$ cat src/sv/wdw_pkg.sv
// Package for the worker deadline watchdog: field widths and event codes.
// No dependencies.
`timescale 1ns / 1ps
`default_nettype none

package wdw_pkg;

	localparam int TIME_BITS   = 64;
	localparam int COUNT_BITS  = 32;
	localparam int WORKER_BITS = 3;

	typedef enum logic [1:0] {
		OP_ARM       = 2'd0,
		OP_HEARTBEAT = 2'd1,
		OP_DISARM    = 2'd2,
		OP_EVALUATE  = 2'd3
	} op_t;

	typedef logic [TIME_BITS-1:0]   time_t;
	typedef logic [COUNT_BITS-1:0]  count_t;
	typedef logic [WORKER_BITS-1:0] worker_t;

endpackage

`default_nettype wire

$ cat src/sv/worker_deadline_watchdog_core.sv
// Worker deadline watchdog core: input register, event logic, status register.
// Depends on wdw_pkg.
`timescale 1ns / 1ps
`default_nettype none

// Supervises one worker at a time through arm, heartbeat, disarm and evaluate
// events. Every accepted event yields exactly one status transaction showing
// the state after that event. One event is accepted per clock cycle while the
// output is not stalled; events pass the input register, then the status
// register. The 64-bit subtract and compares of the event time against the
// stored heartbeat time are done between the two registers.
module worker_deadline_watchdog_core (
	input  wire                      clk,
	input  wire                      arst_n,
	input  wire                      in_valid,
	output logic                     in_ready,
	input  wire  [1:0]               op,
	input  wire  wdw_pkg::worker_t   worker,
	input  wire  wdw_pkg::time_t     now_us,
	input  wire  wdw_pkg::time_t     deadline_us,
	output logic                     out_valid,
	input  wire                      out_ready,
	output logic                     accepted,
	output logic                     is_armed,
	output logic                     has_expired,
	output wdw_pkg::worker_t         active_worker,
	output wdw_pkg::worker_t         tripped_worker,
	output wdw_pkg::time_t           observed_age,
	output wdw_pkg::count_t          arms_total,
	output wdw_pkg::count_t          beats_total,
	output wdw_pkg::count_t          trips_total
);
	import wdw_pkg::*;

	// input stage
	logic    valid_s1;
	op_t     op_s1;
	worker_t worker_s1;
	time_t   now_s1;
	time_t   gap_s1;

	// watchdog state
	logic    armed_q;
	logic    expired_q;
	worker_t worker_q;
	worker_t tripped_q;
	time_t   last_beat_q;
	time_t   allowed_gap_q;
	time_t   age_q;
	count_t  arm_cnt_q;
	count_t  beat_cnt_q;
	count_t  trip_cnt_q;

	// result register
	logic    out_valid_q;
	logic    ok_q;

	logic    advance;
	logic    take_in;

	logic    nxt_ok;
	logic    nxt_armed;
	logic    nxt_expired;
	worker_t nxt_worker;
	worker_t nxt_tripped;
	time_t   nxt_last_beat;
	time_t   nxt_gap;
	time_t   nxt_age;
	count_t  nxt_arm_cnt;
	count_t  nxt_beat_cnt;
	count_t  nxt_trip_cnt;
	time_t   age_calc;
	logic    time_back;

	assign advance  = !out_valid_q || out_ready;
	assign in_ready = !valid_s1 || advance;
	assign take_in  = in_valid && in_ready;

	always_ff @(posedge clk or negedge arst_n) begin
		if (!arst_n) begin
			valid_s1 <= 1'b0;
		end else if (in_ready) begin
			valid_s1 <= in_valid;
		end
	end

	always_ff @(posedge clk) begin
		if (take_in) begin
			op_s1     <= op_t'(op);
			worker_s1 <= worker;
			now_s1    <= now_us;
			gap_s1    <= deadline_us;
		end
	end

	assign time_back = now_s1 < last_beat_q;
	assign age_calc  = time_back ? allowed_gap_q : (now_s1 - last_beat_q);

	always_comb begin
		nxt_ok        = 1'b0;
		nxt_armed     = armed_q;
		nxt_expired   = expired_q;
		nxt_worker    = worker_q;
		nxt_tripped   = tripped_q;
		nxt_last_beat = last_beat_q;
		nxt_gap       = allowed_gap_q;
		nxt_age       = age_q;
		nxt_arm_cnt   = arm_cnt_q;
		nxt_beat_cnt  = beat_cnt_q;
		nxt_trip_cnt  = trip_cnt_q;
		case (op_s1)
			OP_ARM: begin
				if (!armed_q && worker_s1 != '0 && now_s1 != '0 && gap_s1 != '0) begin
					nxt_worker    = worker_s1;
					nxt_armed     = 1'b1;
					nxt_expired   = 1'b0;
					nxt_last_beat = now_s1;
					nxt_gap       = gap_s1;
					nxt_age       = '0;
					nxt_arm_cnt   = arm_cnt_q + count_t'(1);
					nxt_beat_cnt  = beat_cnt_q + count_t'(1);
					nxt_ok        = 1'b1;
				end
			end
			OP_HEARTBEAT: begin
				if (armed_q && !expired_q && worker_s1 == worker_q && now_s1 != '0
						&& !time_back) begin
					nxt_last_beat = now_s1;
					nxt_age       = '0;
					nxt_beat_cnt  = beat_cnt_q + count_t'(1);
					nxt_ok        = 1'b1;
				end
			end
			OP_DISARM: begin
				if (armed_q && worker_s1 == worker_q) begin
					nxt_worker = '0;
					nxt_armed  = 1'b0;
					nxt_ok     = 1'b1;
				end
			end
			OP_EVALUATE: begin
				if (armed_q && !expired_q) begin
					nxt_age = age_calc;
					if (age_calc >= allowed_gap_q) begin
						nxt_expired  = 1'b1;
						nxt_tripped  = worker_q;
						nxt_trip_cnt = trip_cnt_q + count_t'(1);
						nxt_ok       = 1'b1;
					end
				end
			end
			default: begin
				nxt_ok = 1'b0;
			end
		endcase
	end

	always_ff @(posedge clk or negedge arst_n) begin
		if (!arst_n) begin
			armed_q       <= 1'b0;
			expired_q     <= 1'b0;
			worker_q      <= '0;
			tripped_q     <= '0;
			last_beat_q   <= '0;
			allowed_gap_q <= '0;
			age_q         <= '0;
			arm_cnt_q     <= '0;
			beat_cnt_q    <= '0;
			trip_cnt_q    <= '0;
			out_valid_q   <= 1'b0;
			ok_q          <= 1'b0;
		end else if (advance) begin
			out_valid_q <= valid_s1;
			if (valid_s1) begin
				armed_q       <= nxt_armed;
				expired_q     <= nxt_expired;
				worker_q      <= nxt_worker;
				tripped_q     <= nxt_tripped;
				last_beat_q   <= nxt_last_beat;
				allowed_gap_q <= nxt_gap;
				age_q         <= nxt_age;
				arm_cnt_q     <= nxt_arm_cnt;
				beat_cnt_q    <= nxt_beat_cnt;
				trip_cnt_q    <= nxt_trip_cnt;
				ok_q          <= nxt_ok;
			end
		end
	end

	// status held in the state registers themselves
	assign out_valid      = out_valid_q;
	assign accepted       = ok_q;
	assign is_armed       = armed_q;
	assign has_expired    = expired_q;
	assign active_worker  = worker_q;
	assign tripped_worker = tripped_q;
	assign observed_age   = age_q;
	assign arms_total     = arm_cnt_q;
	assign beats_total    = beat_cnt_q;
	assign trips_total    = trip_cnt_q;

	a_armed_has_worker: assert property (@(posedge clk) disable iff (!arst_n)
		armed_q == (worker_q != '0))
		else $error("armed flag and active worker disagree");

	a_trip_counts: assert property (@(posedge clk) disable iff (!arst_n)
		$rose(expired_q) |-> trip_cnt_q == $past(trip_cnt_q) + count_t'(1))
		else $error("expiry without trip count");

	a_trip_while_armed: assert property (@(posedge clk) disable iff (!arst_n)
		$rose(expired_q) |-> armed_q)
		else $error("expiry while not armed");

	a_arm_counts_beat: assert property (@(posedge clk) disable iff (!arst_n)
		(arm_cnt_q != $past(arm_cnt_q)) |-> (beat_cnt_q != $past(beat_cnt_q)))
		else $error("arm without heartbeat count");

	a_state_needs_transaction: assert property (@(posedge clk) disable iff (!arst_n)
		(trip_cnt_q != $past(trip_cnt_q)) |-> out_valid_q)
		else $error("state changed without a result transaction");

endmodule

`default_nettype wire
$ cat config.mk
export PLATFORM = sky130hd
export DESIGN_NAME = worker_deadline_watchdog_core
export DESIGN_NICKNAME = d
export VERILOG_FILES = /design/src/sv/wdw_pkg.sv /design/src/sv/worker_deadline_watchdog_core.sv
export SDC_FILE = /design/constraint.sdc
export NUM_CORES = 1
export LEC_CHECK = 0
export ABC_AREA = 1
export BUFFER_PORTS_ARGS = -buffer_cell sky130_fd_sc_hd__buf_2
export CORE_ASPECT_RATIO = 1.25
export CORE_UTILIZATION = 60
export CTS_CLUSTER_DIAMETER = 40
export DETAILED_ROUTE_END_ITERATION = 10
export PLACE_DENSITY = 0.9
export SYNTH_ARGS = -nofsm -noshare
export SYNTH_HDL_FRONTEND = slang
export SYNTH_SLANG_ARGS = --single-unit
$ cat constraint.sdc
create_clock -name clk -period 5.48 [get_ports clk]
set_clock_uncertainty 0.2 [all_clocks]
set_input_delay 0.822 -clock clk [delete_from_list [all_inputs] [get_ports clk]]
set_output_delay 0.822 -clock clk [all_outputs]
set_load 0.005 [all_outputs]
==> impl_metrics.csv, run 1 <==
group,metric,value,unit
run_status,status,"completed",
global_route,grt_overflow,0,
global_route,grt_pass1_wl,123,mm
layout,area_growth,14.4,%
layout,drive_gt1_frac,0.126,
placement,dp_hpwl,59.4,mm
synth,ys_async_sr_fraction,0.692,
synth,ys_top_cells_by_area,"dfrtp_1 (28%), nand2_1 (17%), edfxtp_1 (15%)",
clocking,cts_buffers,53,
sta,grt_setup_unrepaired,"false",
critical_path,slowest_stage,"fa_1",
pwr,switchingPower,6.23,mW
layout,design_area,30300,um^2
clocking,cts-root-buf,"clkbuf_16",
sta,slew_headroom,0.303,
synth,yosys.area_share.xor_xnor,0.0406,
sta,worst_pin_slew,1.04,ns
placement,dpl-instance-area,28500,um^2
routing,avgViaCountPerCell,5.48,
critical_path,r2r_end,"trips_total[8]",
synth,synth_cell_types,38,
placement,placed_cells,4349,
critical_path,required,5.83,ns
critical_path,crit_path_end_kind,"register",
synth,synth_warnings,0,
sta,period_minus_slack,5.02,ns
pwr,clockPowerShare,0.251,
sta,tns,0,ns
pwr,combPwrFrac,0.442,
sta,fin_crit_sh,0.916,
global_route,grt_pass1_vias,23615,
routing,ant_nets,0,
synth,syn_avg_cell_area,7.49,um^2
clocking,cts_sinks,432,
sta,maxSlewViolCount,0,
critical_path,crit_path_max_incr_delay,0.40,ns
synth,synth_simple_gate_area_frac,0.285,
synth,synth-adder-area-share,0.0625,
synth,synthTopCellsByCount,"nand2_1 (1232), inv_1 (571), dfrtp_1 (299), nor2_1 (251), nand3_1 (177)",
pwr,powerDensity,480,nW/um^2
synth,syn_inst,3544,
critical_path,cp.arrival,5.37,ns
synth,synth-compound-area-share,0.0788,
critical_path,r2r_slack,0.46,ns
sta,worst_hold_slack,0.0397,ns
global_route,antenna_found_initial,4,
placement,dpl_worst_slack,0.477,ns
die,dieHeight,237,um
die,dieArea,45100,um^2
pwr,p_int,8.34,mW
synth,syn_nets,3813,
global_route,grt_util_all_layers,0.350,
layout,fin_nets,4108,
clocking,worstSkewPairLatency,0.63,ns
synth,synth_enable_flop_cells,133,
placement,placement.io_buffers,307,
sta,final.setup.worst_slack,0.460,ns
sta,hold_violations,0,
die,start_util,0.611,
sta,fmax,199,MHz
synth,yosys-mux-area-fraction,0,
die,rows,85,
clocking,htreeDepth,2,
routing,drt-total-wl,78.2,mm
synth,seq_area_frac_synth,0.433,
pwr,switching_share,0.427,
clocking,hold_buffers,0,
routing,drtIter0Drc,1847,
layout,post-route-util,0.699,
die,core,43400,um^2
critical_path,worstRegToRegCells,32,
critical_path,crit_top_cell,"nand2_1",
synth,synth_area_leader_cell,"dfrtp_1",
placement,place_congestion,1.05,
synth,ys.flop_type,"dfrtp_1",
hold_path,hold_class,"input port to async pin",
synth,syn_area,26500,um^2
die,ios,308,
synth,synth_top_cell_area_share,0.282,
clocking,cts_tree,"built",
routing,wl_per_cell,17.6,um
clocking,clk_path_buf_depth,3,
die,die_x,190,um
layout,fin_cells,4450,
pwr,total_power,14.6,mW
clocking,clkSlewWorstSetupHoldPaths,0.06,ns
pwr,power.leakage,16.2,nW
routing,remaining_drc_errors,0,
flow_run,drv_cap,0,
sta,setup-violations-final,0,
synth,synth_top_family_by_area,"simple AND/OR/NAND/NOR gates",
synth,synth_seq_cells,432,
global_route,grt_max_degree,134,
routing,num_vias,24401,
critical_path,regToRegStartpoint,"now_s1[0]",
pwr,seq_power_share,0.307,
critical_path,crit_fanout,64,
critical_path,crit_type,"register to register",
pwr,ir_worst_vdd,380,uV
routing,first_pass_iters,7,
critical_path,start_kind,"register",
synth,synth.most_common_cell,"nand2_1",
[flip-flops by register name, summed over array words and instances (netlist names)]
signal and count:
trips_total 32, worker_s1 3, allowed_gap_q 64, out_valid 1
gap_s1 64, now_s1 64, tripped_worker 3, has_expired 1
arms_total 32, is_armed 1, observed_age 64, valid_s1 1
accepted 1, beats_total 32, active_worker 3, op_s1 2
last_beat_q 64
[worst max path at each step]
stage	from	to	slack (ns)
floorplan	now_s1[0]	trips_total[18]	1.17
global placement	now_s1[0]	trips_total[9]	0.60
detailed placement	now_s1[0]	trips_total[9]	0.48
CTS	now_s1[0]	trips_total[9]	0.47
global route	now_s1[0]	trips_total[10]	0.06
finish	now_s1[0]	trips_total[8]	0.46
[cell usage in the layout (no fill, tap or decap), types with 8 or more instances in the layout]
cell type / Yosys / routed
a21oi_1: 104 / 104
and2_1: 18 / 18
buf_2: 24 / 306
clkbuf_16: 0 / 54
clkinv_2: 0 / 9
clkinvlp_4: 0 / 8
dfrtp_1: 299 / 299
edfxtp_1: 133 / 133
ha_1: 131 / 131
inv_1: 571 / 570
nand2_1: 1232 / 1231
nand3_1: 177 / 177
nand4_1: 66 / 66
nor2_1: 251 / 249
nor3_1: 60 / 59
nor4_1: 13 / 13
o211ai_1: 8 / 8
o21a_1: 10 / 10
o21ai_0: 141 / 141
o21ai_1: 18 / 18
o21ai_2: 55 / 55
o21bai_1: 9 / 9
xnor2_1: 46 / 46
xor2_1: 77 / 77
[power groups by stage]
stage | Combinational [mW] | Clock [mW] | Sequential, mW
3_3_place_gp | 6.08 | 0 | 4.48
6_report | 6.44 | 3.66 | 4.47
3_5_place_dp | 6.23 | 0 | 4.50
2_1_floorplan | 4.29 | 0 | 4.42
5_1_grt | 7.19 | 3.81 | 4.54
4_1_cts | 6.33 | 3.68 | 4.46
[area by class of cell]
class | count | area [um^2]
multi-input cells | 2456 | 12400
repair buffers | 320 | 1720
clock buffers | 59 | 1380
well taps | 565 | 707
flip-flops and latches | 432 | 11500
inverters | 576 | 2170
clock inverters | 41 | 474
diodes | 1 | 2.50
fillers | 3550 | 13000
[worst max-delay path, delay by kind of cell, from the launching register on]
kind | cells | cell delay (ns)
and+or+nand+nor | 23 | 2.42
adders and majority gates | 3 | 0.90
buffers and inverters | 4 | 0.66
DFF | 1 | 0.36
AOI/OAI and AO/OA | 1 | 0.19
xor gates and xnor gates | 1 | 0.17
[timing repair]
action	in CTS	in global routing
setup buffers	0	0
endpoints found under the hold margin	0	0
setup endpoints to repair	0	5
resized for setup	0	2
[per-layer routing]
metal | vias to the layer above | part of all wire | track usage
met3 | 245 | 0.076 | 0.0587
li1 | 11784 | - | -
met4 | 6 | 0.059 | 0.204
met2 | 1070 | 0.48 | 0.586
met1 | 11296 | 0.39 | 0.423
met5 | - | 0.00049 | 0
[logic make-up (layout without fill, tap and decap cells)]
| group | after synthesis | in the layout |
|---|---|---|
| other | 0 | 1 |
| XOR/XNOR | 123 | 123 |
| AO/OA/AOI/OAI | 357 | 357 |
| buffers and inverters | 656 | 996 |
| adder cells (fa/ha/maj) | 132 | 132 |
| AND/OR/NAND/NOR | 1844 | 1844 |
| flip-flops | 432 | 432 |
Note: power is estimated with default switching activity, not from simulation.
==> run 2, diff against run 1 <==
Settings changed: CORE_UTILIZATION 60 to 54, PLACE_DENSITY 0.9 to 0.86.
Clock period 5.48 ns to 4.6 ns, I/O delays scaled along.
==> impl_metrics.csv, run 2 (same netlist as run 1, synthesis figures left out) <==
group,metric,value,unit
clocking,cts_tree,"built",
die,ios,308,
layout,fin_nets,4245,
clocking,cts_buffers,59,
critical_path,slowest_stage,"edfxtp_1",
critical_path,crit_path_end_kind,"register",
die,rows,90,
sta,tns,0,ns
placement,placement.io_buffers,307,
hold_path,hold_class,"input port to register",
global_route,grt_max_degree,101,
routing,drtIter0Drc,1927,
global_route,grt_pass1_vias,24048,
critical_path,crit_type,"register to register",
layout,design_area,32600,um^2
sta,worst_hold_slack,0.0363,ns
routing,first_pass_iters,5,
clocking,clkSlewWorstSetupHoldPaths,0.06,ns
global_route,grt_util_all_layers,0.317,
critical_path,required,4.94,ns
sta,hold_violations,0,
clocking,worstSkewPairLatency,0.63,ns
die,core,48400,um^2
sta,period_minus_slack,4.42,ns
sta,fmax,226,MHz
clocking,cts-root-buf,"clkbuf_16",
routing,wl_per_cell,17.3,um
routing,num_vias,24694,
critical_path,crit_fanout,8,
critical_path,cp.arrival,4.77,ns
placement,dp_hpwl,60.6,mm
critical_path,start_kind,"register",
layout,final_cell_mix,"nand2_1 (1207), inv_1 (567), buf_2 (306), dfrtp_1 (299), nor2_1 (226)",
layout,area_growth,22.8,%
run_status,status,"completed",
placement,dpl-instance-area,29500,um^2
pwr,ir_worst_vdd,332,uV
routing,ant_nets,0,
flow_run,drv_cap,0,
die,dieHeight,250,um
sta,setup-violations-final,0,
pwr,power.leakage,17.2,nW
global_route,grt_overflow,0,
critical_path,regToRegStartpoint,"now_s1[44]",
routing,remaining_drc_errors,0,
clocking,cts_sinks,432,
global_route,grt_pass1_wl,126,mm
global_route,antenna_found_initial,8,
layout,final_common_cell,"nand2_1",
hold_path,min_from,"now_us[10]",
sta,slew_headroom,0.451,
sta,maxSlewViolCount,0,
critical_path,crit_path_max_incr_delay,0.40,ns
routing,avgViaCountPerCell,5.28,
sta,final.setup.worst_slack,0.177,ns
layout,drive_gt1_frac,0.183,
die,dieArea,50000,um^2
critical_path,crit_top_cell,"nand2_1",
pwr,powerDensity,584,nW/um^2
die,start_util,0.548,
die,die_x,200,um
sta,worst_pin_slew,0.823,ns
clocking,htreeDepth,2,
clocking,clk_path_buf_depth,3,
sta,fin_crit_sh,0.962,
placement,place_congestion,1.05,
routing,drt-total-wl,81.0,mm
critical_path,startpoint,"now_s1[44]",
placement,dpl_worst_slack,-0.0333,ns
[run 2: cell types whose count changed in the layout (fill, tap and decap cells not counted), moves of 11 or more]
| cell | change |
|---|---|
| a21oi_1 | -12 |
| nand3_1 | -11 |
| clkbuf_16 | +12 |
| o21ai_0 | -12 |
| o21ai_1 | +11 |
| nor2_2 | +20 |
| nand2_2 | +21 |
| buf_4 | +109 |
| nand2_1 | -24 |
| ha_4 | +22 |
| a21oi_2 | +12 |
| ha_1 | -25 |
| nor2_1 | -23 |
[run 2: per-stage QoR]
step	std cells	total power, mW	util
5_1_grt	4675	20.3	0.673
2_1_floorplan	3544	10.4	-
3_3_place_gp	4539	13.2	0.609
6_report	4677	19.0	0.673
4_1_cts	4652	18.3	0.652
3_5_place_dp	4539	13.4	0.609
[run 2: critical path, delay by kind of cell, from the launching register on]
kind            cells  cell delay [ns]
compound gates      2             0.24
fa+ha+maj           2             0.65
buf+inv             5             0.64
flops               1             0.40
simple gates       19             2.19
[run 2: report_power, final]
part	internal, mW	switching (mW)	leakage (nW)	total, mW
Sequential	4.79	0.535	5.21	5.32
Combinational	3.54	5.40	10.9	8.93
Clock	2.90	1.89	1.01	4.78
Total	11.2	7.82	17.2	19.0
[run 2: path summary, 6_finish.rpt]
path                               endpoint  slack (ns)  depth (start not counted)
max                          trips_total[6]        0.18                         28
min                              now_s1[10]        0.04                          1
max reg2reg                  trips_total[6]        0.18                         28
min reg2reg                 observed_age[4]        0.27                          2
max in group asynchronous  observed_age[42]        2.77                          3
min in group asynchronous   last_beat_q[62]        0.53                          2
[run 2: cell type report]
type / count / area, um^2
Sequential cell: 432 / 11500
Clock buffer: 69 / 1530
Multi-Input combinational cell: 2456 / 13000
Timing Repair Buffer: 451 / 2980
Tap cell: 644 / 806
Fill cell: 4076 / 15800
Inverter: 576 / 2180
Antenna cell: 6 / 15.0
Clock inverter: 43 / 539
[run 2: repair_timing]
| item | in CTS | in global routing |
|---|---|---|
| hold endpoints to repair | 96 | 0 |
| setup endpoints to repair | 25 | 37 |
| gates resized for setup | 4 | 149 |
| pin swaps | 0 | 23 |
| setup buffers | 0 | 12 |
| cloned | 0 | 7 |
| hold buffers | 1 | 0 |
[run 2: per-layer routing]
metal / vias up / wire length, um / track usage
li1: 12063 / - / -
met3: 208 / 5660 / 0.0556
met2: 895 / 38300 / 0.531
met4: 8 / 4140 / 0.155
met5: - / 46 / 0
met1: 11520 / 32800 / 0.397
==> run 3, diff against run 2 <==
Settings changed: CORE_ASPECT_RATIO 1.25 to default.
Clock period 4.6 ns to 4 ns, I/O delays scaled along.
==> impl_metrics.csv, run 3 (same netlist as run 1, synthesis figures left out) <==
group,metric,value,unit
run_status,status,"finished, violations left",
run_status,violations,"setup timing",
sta,worst_hold_slack,0.0631,ns
routing,remaining_drc_errors,0,
clocking,cts_tree,"built",
clocking,htreeDepth,2,
critical_path,crit_path_end_kind,"register",
sta,maxSlewViolCount,0,
critical_path,slowest_stage,"edfxtp_1",
pwr,total_power,24.9,mW
global_route,grt_pass1_vias,27684,
sta,final.setup.worst_slack,-0.669,ns
pwr,powerDensity,679,nW/um^2
critical_path,crit_fanout,8,
global_route,grt_max_degree,101,
layout,drive_gt1_frac,0.252,
sta,fin_crit_sh,1.17,
die,start_util,0.551,
routing,num_vias,27969,
critical_path,cp.arrival,5.00,ns
die,dieHeight,224,um
sta,slew_headroom,0.354,
routing,first_pass_iters,7,
layout,seq_area,11500,um^2
placement,place_congestion,0.999,
layout,antennaDiodeCount,0,
critical_path,r2r_slack,-0.67,ns
hold_path,min_path_cells,3,
clocking,cts-root-buf,"clkbuf_16",
global_route,grt_overflow,0,
flow_run,drv_cap,0,
layout,fill_cells,3195,
placement,placement.io_buffers,307,
critical_path,startpoint,"now_s1[1]",
clocking,cts_buffers,61,
routing,wl_per_cell,18.3,um
layout,final_common_cell,"nand2_1",
clocking,clk_path_buf_depth,3,
critical_path,r2r_end,"trips_total[23]",
layout,final_cell_mix,"nand2_1 (1159), inv_1 (568), buf_4 (409), buf_2 (306), dfrtp_1 (299)",
die,die_x,224,um
layout,area_growth,38.1,%
clocking,worstSkewPairLatency,0.64,ns
global_route,grt_pass1_wl,143,mm
die,core,48100,um^2
critical_path,crit_type,"register to register",
routing,drt-total-wl,93.5,mm
clocking,clkSlewWorstSetupHoldPaths,0.07,ns
pwr,power.leakage,19.3,nW
critical_path,crit_path_max_incr_delay,0.49,ns
critical_path,required,4.33,ns
sta,hold_violations,0,
layout,fin_nets,4681,
critical_path,regToRegStartpoint,"now_s1[1]",
sta,worst_pin_slew,0.969,ns
hold_path,min_from,"in_valid",
sta,grt_setup_unrepaired,"true",
critical_path,worstRegToRegCells,33,
hold_path,hold-path-endpoint,"valid_s1",
sta,fmax,214,MHz
critical_path,start_kind,"register",
critical_path,crit_top_cell,"nand2_2",
global_route,antenna_found_initial,0,
global_route,grt_util_all_layers,0.362,
layout,multi_input_area,13400,um^2
clocking,cts_sinks,432,
placement,dp_hpwl,62.0,mm
hold_path,hold_class,"input port to register",
die,dieArea,50000,um^2
placement,dpl_worst_slack,-0.522,ns
pwr,ir_worst_vdd,470,uV
routing,avgViaCountPerCell,5.46,
routing,ant_nets,0,
routing,drtIter0Drc,3020,
sta,setup-violations-final,37,
die,rows,80,
die,ios,308,
sta,period_minus_slack,4.67,ns
==> run 3: worst max path at each step <==
stage / end
3_5_place_dp: trips_total[7]
5_1_grt: trips_total[19]
4_1_cts: trips_total[17]
3_3_place_gp: trips_total[2]
6_report: trips_total[23]
2_1_floorplan: trips_total[20]
==> run 3: cell type report <==
class	instances	area share
clock inverter	44	0.0128
timing repair buffer	885	0.180
tap	656	0.0224
clock buffer	72	0.0445
sequential	432	0.313
inverter	576	0.0597
multi-input combinational	2456	0.367
==> run 3: through the flow <==
step	area (um^2)	cells	utilization	setup TNS, ns
after floorplan	26600	3544	-	0
after global placement	31700	4834	0.658	-13.58
after detailed placement	31700	4834	0.658	-16.68
after CTS	36000	5112	0.749	-10.48
after global routing	36600	5121	0.761	-25.52
final	36600	5121	0.761	-22.35
==> run 3: worst max-delay path, delay by kind of cell (launching register included) <==
kind / cells / cell delay (ns)
AOI/OAI and AO/OA: 1 / 0.07
and+or+nand+nor: 24 / 2.02
DFF: 1 / 0.49
adders and majority gates: 2 / 0.75
buffers and inverters: 6 / 1.00
==> run 3: layer usage <==
metal	up-vias	wire (um)	global-route usage
met5	-	0	0
met4	0	5040	0.184
met3	385	7580	0.0597
met2	1575	43800	0.596
met1	13071	37100	0.462
li1	12938	-	-
==> run 3: timing repair <==
action	in CTS	in global routing
endpoints found under the hold margin	190	0
cloned	6	2
setup buffers	21	9
endpoints found under the setup margin	37	37
gates resized for setup	147	120
pin swaps	27	37
hold buffers	135	0
==> run 3: where the power goes <==
| part | leakage [nW] | switching [mW] | total (mW) | internal [mW] |
|---|---|---|---|---|
| logic | 13.0 | 7.33 | 13.2 | 5.85 |
| clock network | 1.02 | 2.37 | 5.49 | 3.12 |
| registers | 5.21 | 0.691 | 6.19 | 5.50 |
| total | 19.3 | 10.4 | 24.9 | 14.5 |
